--- src/hw/rtl/ikr_pkg.sv ---
// Shared constants and types for the integer k-th root block.
package ikr_pkg;

    // Field widths fixed by the stream payloads
    localparam int FIELD_W     = 64;
    localparam int ORDER_W     = 7;
    localparam int IN_DATA_W   = 72;
    localparam int OUT_DATA_W  = 64;

    // Default radicand width
    localparam int VALUE_W_DEF = 64;

    // Status from the sequencer to the stream wrapper
    typedef struct packed {
        logic idle;   // ready to take a new operand
        logic done;   // result valid this cycle, output slot free
    } ikr_status_t;

endpackage

--- src/hw/rtl/ikr_mul.sv ---
// Shared registered multiplier: one partial product per cycle.
module ikr_mul
    import ikr_pkg::*;
#(
    parameter int AW = 32,
    parameter int BW = 33
) (
    input  logic            aclk,
    input  logic [AW-1:0]   a,
    input  logic [BW-1:0]   b,
    output logic [AW+BW-1:0] p
);

    logic [AW+BW-1:0] p_reg;

    // Product registered before use
    always_ff @(posedge aclk) begin
        p_reg <= (AW+BW)'(a) * (AW+BW)'(b);
    end

    assign p = p_reg;

endmodule

--- src/hw/rtl/ikr_seq.sv ---
// Binary-search sequencer for the k-th root around the shared multiplier.
module ikr_seq
    import ikr_pkg::*;
#(
    parameter int VALUE_WIDTH = VALUE_W_DEF
) (
    input  logic                   aclk,
    input  logic                   aresetn,
    input  logic                   start,
    input  logic [VALUE_WIDTH-1:0] x_in,
    input  logic [ORDER_W-1:0]     k_in,
    input  logic                   out_free,
    output ikr_status_t            status,
    output logic [FIELD_W-1:0]     root
);

    // Half width of the radicand; candidates stay at or below 2^HW
    localparam int W  = VALUE_WIDTH;
    localparam int HW = (W + 1) / 2;
    localparam int CW = HW + 1;
    localparam int PW = HW + CW;
    localparam int SW = PW + HW + 1;

    typedef enum logic [2:0] {
        S_IDLE,
        S_MID,
        S_MUL_LO,
        S_MUL_HI,
        S_SUM,
        S_DONE
    } state_t;

    state_t             state_reg, state_next;
    logic [W-1:0]       x_reg, x_next;
    logic [ORDER_W-1:0] k_reg, k_next;
    logic [ORDER_W-1:0] cnt_reg, cnt_next;
    logic [CW-1:0]      lo_reg, lo_next;
    logic [CW-1:0]      hi_reg, hi_next;
    logic [CW-1:0]      mid_reg, mid_next;
    logic [W-1:0]       acc_reg, acc_next;
    logic [PW-1:0]      plo_reg, plo_next;
    logic [FIELD_W-1:0] root_reg, root_next;

    logic [HW-1:0]      mul_a;
    logic [PW-1:0]      mul_p;
    logic [SW-1:0]      full;
    logic               over;
    logic [CW-1:0]      span;
    logic [CW-1:0]      mid_calc;

    // Low half first, then high half of the running power
    assign mul_a = (state_reg == S_MUL_HI) ? HW'(acc_reg[W-1:HW]) : acc_reg[HW-1:0];

    ikr_mul #(
        .AW (HW),
        .BW (CW)
    ) u_mul (
        .aclk (aclk),
        .a    (mul_a),
        .b    (mid_reg),
        .p    (mul_p)
    );

    // Recombine partial products and compare against the radicand
    assign full = (SW'(mul_p) << HW) + SW'(plo_reg);
    assign over = full > SW'(x_reg);

    // Upper midpoint of [lo, hi]
    assign span     = hi_reg - lo_reg + CW'(1);
    assign mid_calc = lo_reg + (span >> 1);

    // Next-state and datapath
    always_comb begin
        state_next = state_reg;
        x_next     = x_reg;
        k_next     = k_reg;
        cnt_next   = cnt_reg;
        lo_next    = lo_reg;
        hi_next    = hi_reg;
        mid_next   = mid_reg;
        acc_next   = acc_reg;
        plo_next   = plo_reg;
        root_next  = root_reg;
        case (state_reg)
            S_IDLE: begin
                if (start) begin
                    x_next = x_in;
                    k_next = k_in;
                    if (k_in < ORDER_W'(2) || x_in < W'(2)) begin
                        // identity cases: order 0/1 or radicand 0/1
                        root_next  = FIELD_W'(x_in);
                        state_next = S_DONE;
                    end else begin
                        lo_next    = CW'(1);
                        hi_next    = CW'(1) << HW;
                        state_next = S_MID;
                    end
                end
            end
            S_MID: begin
                if (lo_reg < hi_reg) begin
                    mid_next   = mid_calc;
                    acc_next   = W'(mid_calc);
                    cnt_next   = k_reg - ORDER_W'(1);
                    state_next = S_MUL_LO;
                end else begin
                    root_next  = FIELD_W'(lo_reg);
                    state_next = S_DONE;
                end
            end
            S_MUL_LO: begin
                state_next = S_MUL_HI;
            end
            S_MUL_HI: begin
                plo_next   = mul_p;
                state_next = S_SUM;
            end
            S_SUM: begin
                if (over) begin
                    // candidate too large: stop early
                    hi_next    = mid_reg - CW'(1);
                    state_next = S_MID;
                end else begin
                    acc_next = full[W-1:0];
                    if (cnt_reg == ORDER_W'(1)) begin
                        lo_next    = mid_reg;
                        state_next = S_MID;
                    end else begin
                        cnt_next   = cnt_reg - ORDER_W'(1);
                        state_next = S_MUL_LO;
                    end
                end
            end
            S_DONE: begin
                if (out_free) begin
                    state_next = S_IDLE;
                end
            end
            default: begin
                state_next = S_IDLE;
            end
        endcase
    end

    // State and working registers
    always_ff @(posedge aclk) begin
        if (!aresetn) begin
            state_reg <= S_IDLE;
        end else begin
            state_reg <= state_next;
        end
        x_reg    <= x_next;
        k_reg    <= k_next;
        cnt_reg  <= cnt_next;
        lo_reg   <= lo_next;
        hi_reg   <= hi_next;
        mid_reg  <= mid_next;
        acc_reg  <= acc_next;
        plo_reg  <= plo_next;
        root_reg <= root_next;
    end

    assign status.idle = (state_reg == S_IDLE);
    assign status.done = (state_reg == S_DONE) && out_free;
    assign root        = root_reg;

endmodule

--- src/hw/rtl/integer_kth_root_top.sv ---
// Integer k-th root: stream wrapper around the search sequencer.
//
//  channel | dir | fields (low bit first)              | transfer when
//  s_axis  | in  | value[63:0], order[70:64], pad      | s_axis_tvalid & s_axis_tready
//  m_axis  | out | root[63:0]                          | m_axis_tvalid & m_axis_tready
//
// One operand at a time. Order 0/1 or a radicand below 2: the sequencer goes straight
// to its done state. Otherwise ceil(W/2) search steps over [1, 2^ceil(W/2)] on the
// single shared ceil(W/2) x (ceil(W/2)+1) multiplier; each step is a midpoint state,
// then per multiply a low-half, a high-half and a sum state; a step needs 1 to order-1
// multiplies. The result then passes through the done state into the output register.
// Reset (aresetn low, synchronous) empties the output register and idles.
// A stalled result holds in the output register while the next operand is taken.
module integer_kth_root_top
    import ikr_pkg::*;
#(
    parameter int VALUE_WIDTH = VALUE_W_DEF
) (
    input  logic                  aclk,
    input  logic                  aresetn,
    input  logic                  s_axis_tvalid,
    output logic                  s_axis_tready,
    input  logic [IN_DATA_W-1:0]  s_axis_tdata,   // value[63:0], order[70:64], zero[71]
    output logic                  m_axis_tvalid,
    input  logic                  m_axis_tready,
    output logic [OUT_DATA_W-1:0] m_axis_tdata    // root[63:0]
);

    ikr_status_t        status;
    logic [FIELD_W-1:0] root;
    logic               m_tvalid_reg;
    logic [OUT_DATA_W-1:0] m_tdata_reg;
    logic               out_free;
    logic               start;

    assign out_free      = !m_tvalid_reg || m_axis_tready;
    assign s_axis_tready = status.idle;
    assign start         = s_axis_tvalid && status.idle;

    ikr_seq #(
        .VALUE_WIDTH (VALUE_WIDTH)
    ) u_seq (
        .aclk     (aclk),
        .aresetn  (aresetn),
        .start    (start),
        .x_in     (s_axis_tdata[VALUE_WIDTH-1:0]),
        .k_in     (s_axis_tdata[FIELD_W +: ORDER_W]),
        .out_free (out_free),
        .status   (status),
        .root     (root)
    );

    // Output register
    always_ff @(posedge aclk) begin
        if (!aresetn) begin
            m_tvalid_reg <= 1'b0;
        end else if (status.done) begin
            m_tvalid_reg <= 1'b1;
        end else if (m_axis_tready) begin
            m_tvalid_reg <= 1'b0;
        end
        if (status.done) begin
            m_tdata_reg <= OUT_DATA_W'(root);
        end
    end

    assign m_axis_tvalid = m_tvalid_reg;
    assign m_axis_tdata  = m_tdata_reg;

endmodule

--- config.mk ---
export PLATFORM = sky130hd
export DESIGN_NAME = integer_kth_root_top
export DESIGN_NICKNAME = d
export VERILOG_FILES = /design/src/hw/rtl/ikr_pkg.sv /design/src/hw/rtl/ikr_mul.sv /design/src/hw/rtl/ikr_seq.sv /design/src/hw/rtl/integer_kth_root_top.sv
export SDC_FILE = /design/constraint.sdc
export NUM_CORES = 2
export LEC_CHECK = 0
export BUFFER_PORTS_ARGS = -buffer_cell sky130_fd_sc_hd__buf_2
export CORE_AREA = 2 2 370 280
export CTS_BUF_LIST = sky130_fd_sc_hd__clkbuf_8
export DETAILED_ROUTE_END_ITERATION = 8
export DIE_AREA = 0 0 372 282
export PLACE_DENSITY = 0.89
export SLEW_MARGIN = 5
export SYNTH_ARGS = -nofsm -noshare
export SYNTH_HDL_FRONTEND = slang
export SYNTH_SLANG_ARGS = --single-unit
--- constraint.sdc ---
create_clock -name aclk -period 9.8 [get_ports aclk]
set_clock_uncertainty 0.2 [all_clocks]
set_input_delay 0.49 -clock aclk [delete_from_list [all_inputs] [get_ports aclk]]
set_output_delay 0.49 -clock aclk [all_outputs]
set_load 0.02 [all_outputs]
==> metrics.md <==
| Metric | Value |
|---|---|
| Outcome | finished clean |
| Reg-to-reg startpoint | u_seq.state_reg[0]$_SDFFE_PN0P_ |
| CTS max path bufs | 3 |
| Synth warn | 0 |
| I/O Buffers | 140 |
| Fin nets | 7791 |
| EDFF count, synth | 434 |
| Synthesized instance count | between 6000 and 7000 |
| CP dominant cell by count | fa_1 |
| Worst setup path class | reg -> reg |
| Height of the die | ~280 microns |
| CP Launch Type | flip-flop |
| Min-delay worst type | in -> reg |
| Total core area | 101000 sq um |
| Post-synthesis cell type count | between 90 and 100 |
| Initial Util | 0.597 |
| Critical Path Sink Type | flip-flop |
| Vias | 47013 |
| Mean Syn Cell Area | 9.80 sq um |
| WHS Path Cells | 5 |
| Synthesized Nets | between 7000 and 8000 |
| Post-Place Worst Slack | 0.0315 ns |
| Std cell rows | about 100 |
| Dpl hpwl | around 140000 microns |
| Final instance area | 65300 sq um |
| First-pass GRT wire length | between 200000 and 300000 microns |
| Initial DRC count | 6159 |
| Critical Path RT | 10.17 ns |
| FF-to-FF path depth | 36 |
| Relative slew margins | 0.110 |
| Max Cap Viol | 0 |
| R2R Setup Slk | about 0.27 ns |
| Final Non-Filler Cells | 7701 |
| Period Utilization, post-route | 0.973 |
| H-Tree Depth | 3 |
| Flops & latches, synth | 503 |
| TritonCTS clock tree | yes |
| Hold endpoint | u_seq.state_reg[1]$_SDFFE_PN0P_ |
| Data arrival, critical path | just under 10 ns |
| DRT Pass-1 Iters | 8 |
| Sequential fraction of the synthesis area | 0.239 |
| Routed len/inst | 23.4 microns |
| Largest net degree at the start of global routing | 72 |
| Number of setup buffers added after CTS | 0 |
| DRC | 0 |
| I/O pins | 142 |
| Tightest Pin Transition | 1.34 ns |
| Worst-path fanout max | 25 |
| Layout area overhead | 8.35% |
| Number of global-route vias before repair | just under 50000 |
| Final Util | 0.647 |
| Worst setup margin | 0.265 ns |
| Commonest non-fill, non-tap cell in the layout | inv_1 |
| Worst reg2reg endpoint | u_seq.u_mul.p[62]$_DFF_P_ |
| Largest stage delay, worst path | 0.65 ns |
| # clock sinks | just over 500 |
| Die width | 372 microns |
| Most frequent cells in the layout | 1159 x inv_1, 929 x fa_1, 893 x nand2_1 |
| Post-route ant nets | 0 |
| CTS Root Cell | clkbuf_8 |
| GRT Util Overall | 0.352 |
| CTS Buf Count | 74 |
| Highest Clock Rate | ~100 MHz |
| Hold path start | s_axis_tvalid |
| CTS clk-pin slew, worst paths | 0.08 ns |
| Clock latency at the later pin of the worst-skew pair | between 0.7 and 0.8 ns |
| Drt via density | between 6 and 7 |
| Async SR Flop Fraction | 0 |
| Grt ovf | 0 |
| Final Slew Violations | 0 |
| Final WL | 180000 microns |
| Share of layout cells above drive strength 1 | 0.0755 |
| Initial antenna violation count | 4 |
| Post-Syn Area | approximately 60000 sq um |
| Slowest-stage cell, CP | fa_1 |
| Die area | 105000 sq um |
| Placed cells | 7484 |
| Min Tclk post-route | 9.53 ns |
| Synth Flop Type | edfxtp_1 |
| Fin. Hold Viols | 0 |
| Final GP Congestion | approximately 1.0 |
| Post-DP Area | approximately 63000 sq um |
| Endpoints failing setup | 0 |
## how the worst max path moves through the flow
stage,slack [ns],end,start,cells after the start
2_1_floorplan,0.04,u_seq.u_mul.p[64]$_DFF_P_,u_seq.state_reg[1]$_SDFFE_PN0P_,35
3_3_place_gp,0.17,u_seq.u_mul.p[63]$_DFF_P_,u_seq.state_reg[1]$_SDFFE_PN0P_,32
3_5_place_dp,0.03,u_seq.u_mul.p[63]$_DFF_P_,u_seq.state_reg[1]$_SDFFE_PN0P_,32
4_1_cts,0.13,u_seq.u_mul.p[63]$_DFF_P_,u_seq.state_reg[1]$_SDFFE_PN0P_,32
5_1_grt,-0.007,u_seq.u_mul.p[64]$_DFF_P_,u_seq.state_reg[0]$_SDFFE_PN0P_,35
6_report,0.27,u_seq.u_mul.p[62]$_DFF_P_,u_seq.state_reg[0]$_SDFFE_PN0P_,36
## cells by family (layout without fill, tap and decap cells)
kind of cell / count (synthesis) / after routing / synth area share
buffers and inverters: 1422 / 1626 / 0.0889
other: 0 / 5 / 0
AOI/OAI and AO/OA: 598 / 598 / 0.0654
DFF: 503 / 503 / 0.239
and+or+nand+nor: 1974 / 1974 / 0.160
muxes: 53 / 53 / 0.00963
adders and majority gates: 1420 / 1420 / 0.410
xor gates and xnor gates: 183 / 183 / 0.0266
## metal layers
metal	vias to the layer above	GRT usage	share of wire
li1	19677	-	-
met1	23027	0.497	0.38
met2	3663	0.504	0.42
met3	642	0.122	0.16
met4	4	0.128	0.046
met5	-	0	0.00015
## synthesized netlist by cell type, drive strengths merged, types with 10 or more instances
| library cell | n | area share |
|---|---|---|
| a211oi | 26 | 0.0033 |
| a21boi | 10 | 0.0012 |
| a21o | 97 | 0.012 |
| a21oi | 172 | 0.014 |
| a31oi | 16 | 0.0017 |
| and2 | 496 | 0.051 |
| and3 | 60 | 0.0062 |
| buf | 26 | 0.0020 |
| clkbuf | 259 | 0.016 |
| dfxtp | 69 | 0.023 |
| edfxtp | 434 | 0.22 |
| fa | 930 | 0.31 |
| ha | 490 | 0.10 |
| inv | 1136 | 0.071 |
| mux2 | 40 | 0.0075 |
| mux2i | 13 | 0.0022 |
| nand2 | 903 | 0.056 |
| nand2b | 21 | 0.0022 |
| nand3 | 48 | 0.0040 |
| nand4 | 64 | 0.0069 |
| nor2 | 174 | 0.011 |
| nor2b | 55 | 0.0057 |
| nor3 | 47 | 0.0040 |
| nor4 | 42 | 0.0046 |
| o211ai | 17 | 0.0023 |
| o21a | 30 | 0.0037 |
| o21ai | 103 | 0.0086 |
| o21bai | 40 | 0.0050 |
| o31ai | 11 | 0.0014 |
| or2 | 11 | 0.0011 |
| or3 | 21 | 0.0023 |
| xnor2 | 126 | 0.018 |
| xor2 | 57 | 0.0083 |
## worst max-delay path, delay by kind of cell (launching register included)
kind / cells / cell delay, ns
AND/OR/NAND/NOR: 9 / 1.50
XOR/XNOR: 1 / 0.13
AO/OA/AOI/OAI: 7 / 1.30
flip-flops: 1 / 0.35
buffers and inverters: 10 / 1.13
adder cells (fa/ha/maj): 9 / 4.73
## per-stage QoR
stage | hold WS (ns) | setup TNS, ns
CTS | 0.0315 | 0
finish | 0.129 | 0
detailed placement | 0.205 | 0
global route | 0.105 | -0.00683
floorplan | 0.200 | 0
global placement | 0.202 | 0
## what timing repair did
item	in CTS	in global routing
setup endpoints to repair	2	16
pin swaps	0	1
gates cloned	0	1
gates resized for setup	2	22
hold buffers	73	0
hold endpoints to repair	123	0
## final cells by class
type | instances | area [sq um]
antenna | 5 | 12.5
multi-input combinational | 4228 | 40600
tap | 1339 | 1680
timing repair buffer | 351 | 2750
clock inverter | 56 | 454
clock buffer | 82 | 1130
sequential | 503 | 14400
fill | 7312 | 35600
inverter | 1137 | 4280
Power is left out: the tool's default activity adds up to more than one toggle a clock period on the data nets, which glitch-free logic cannot reach.
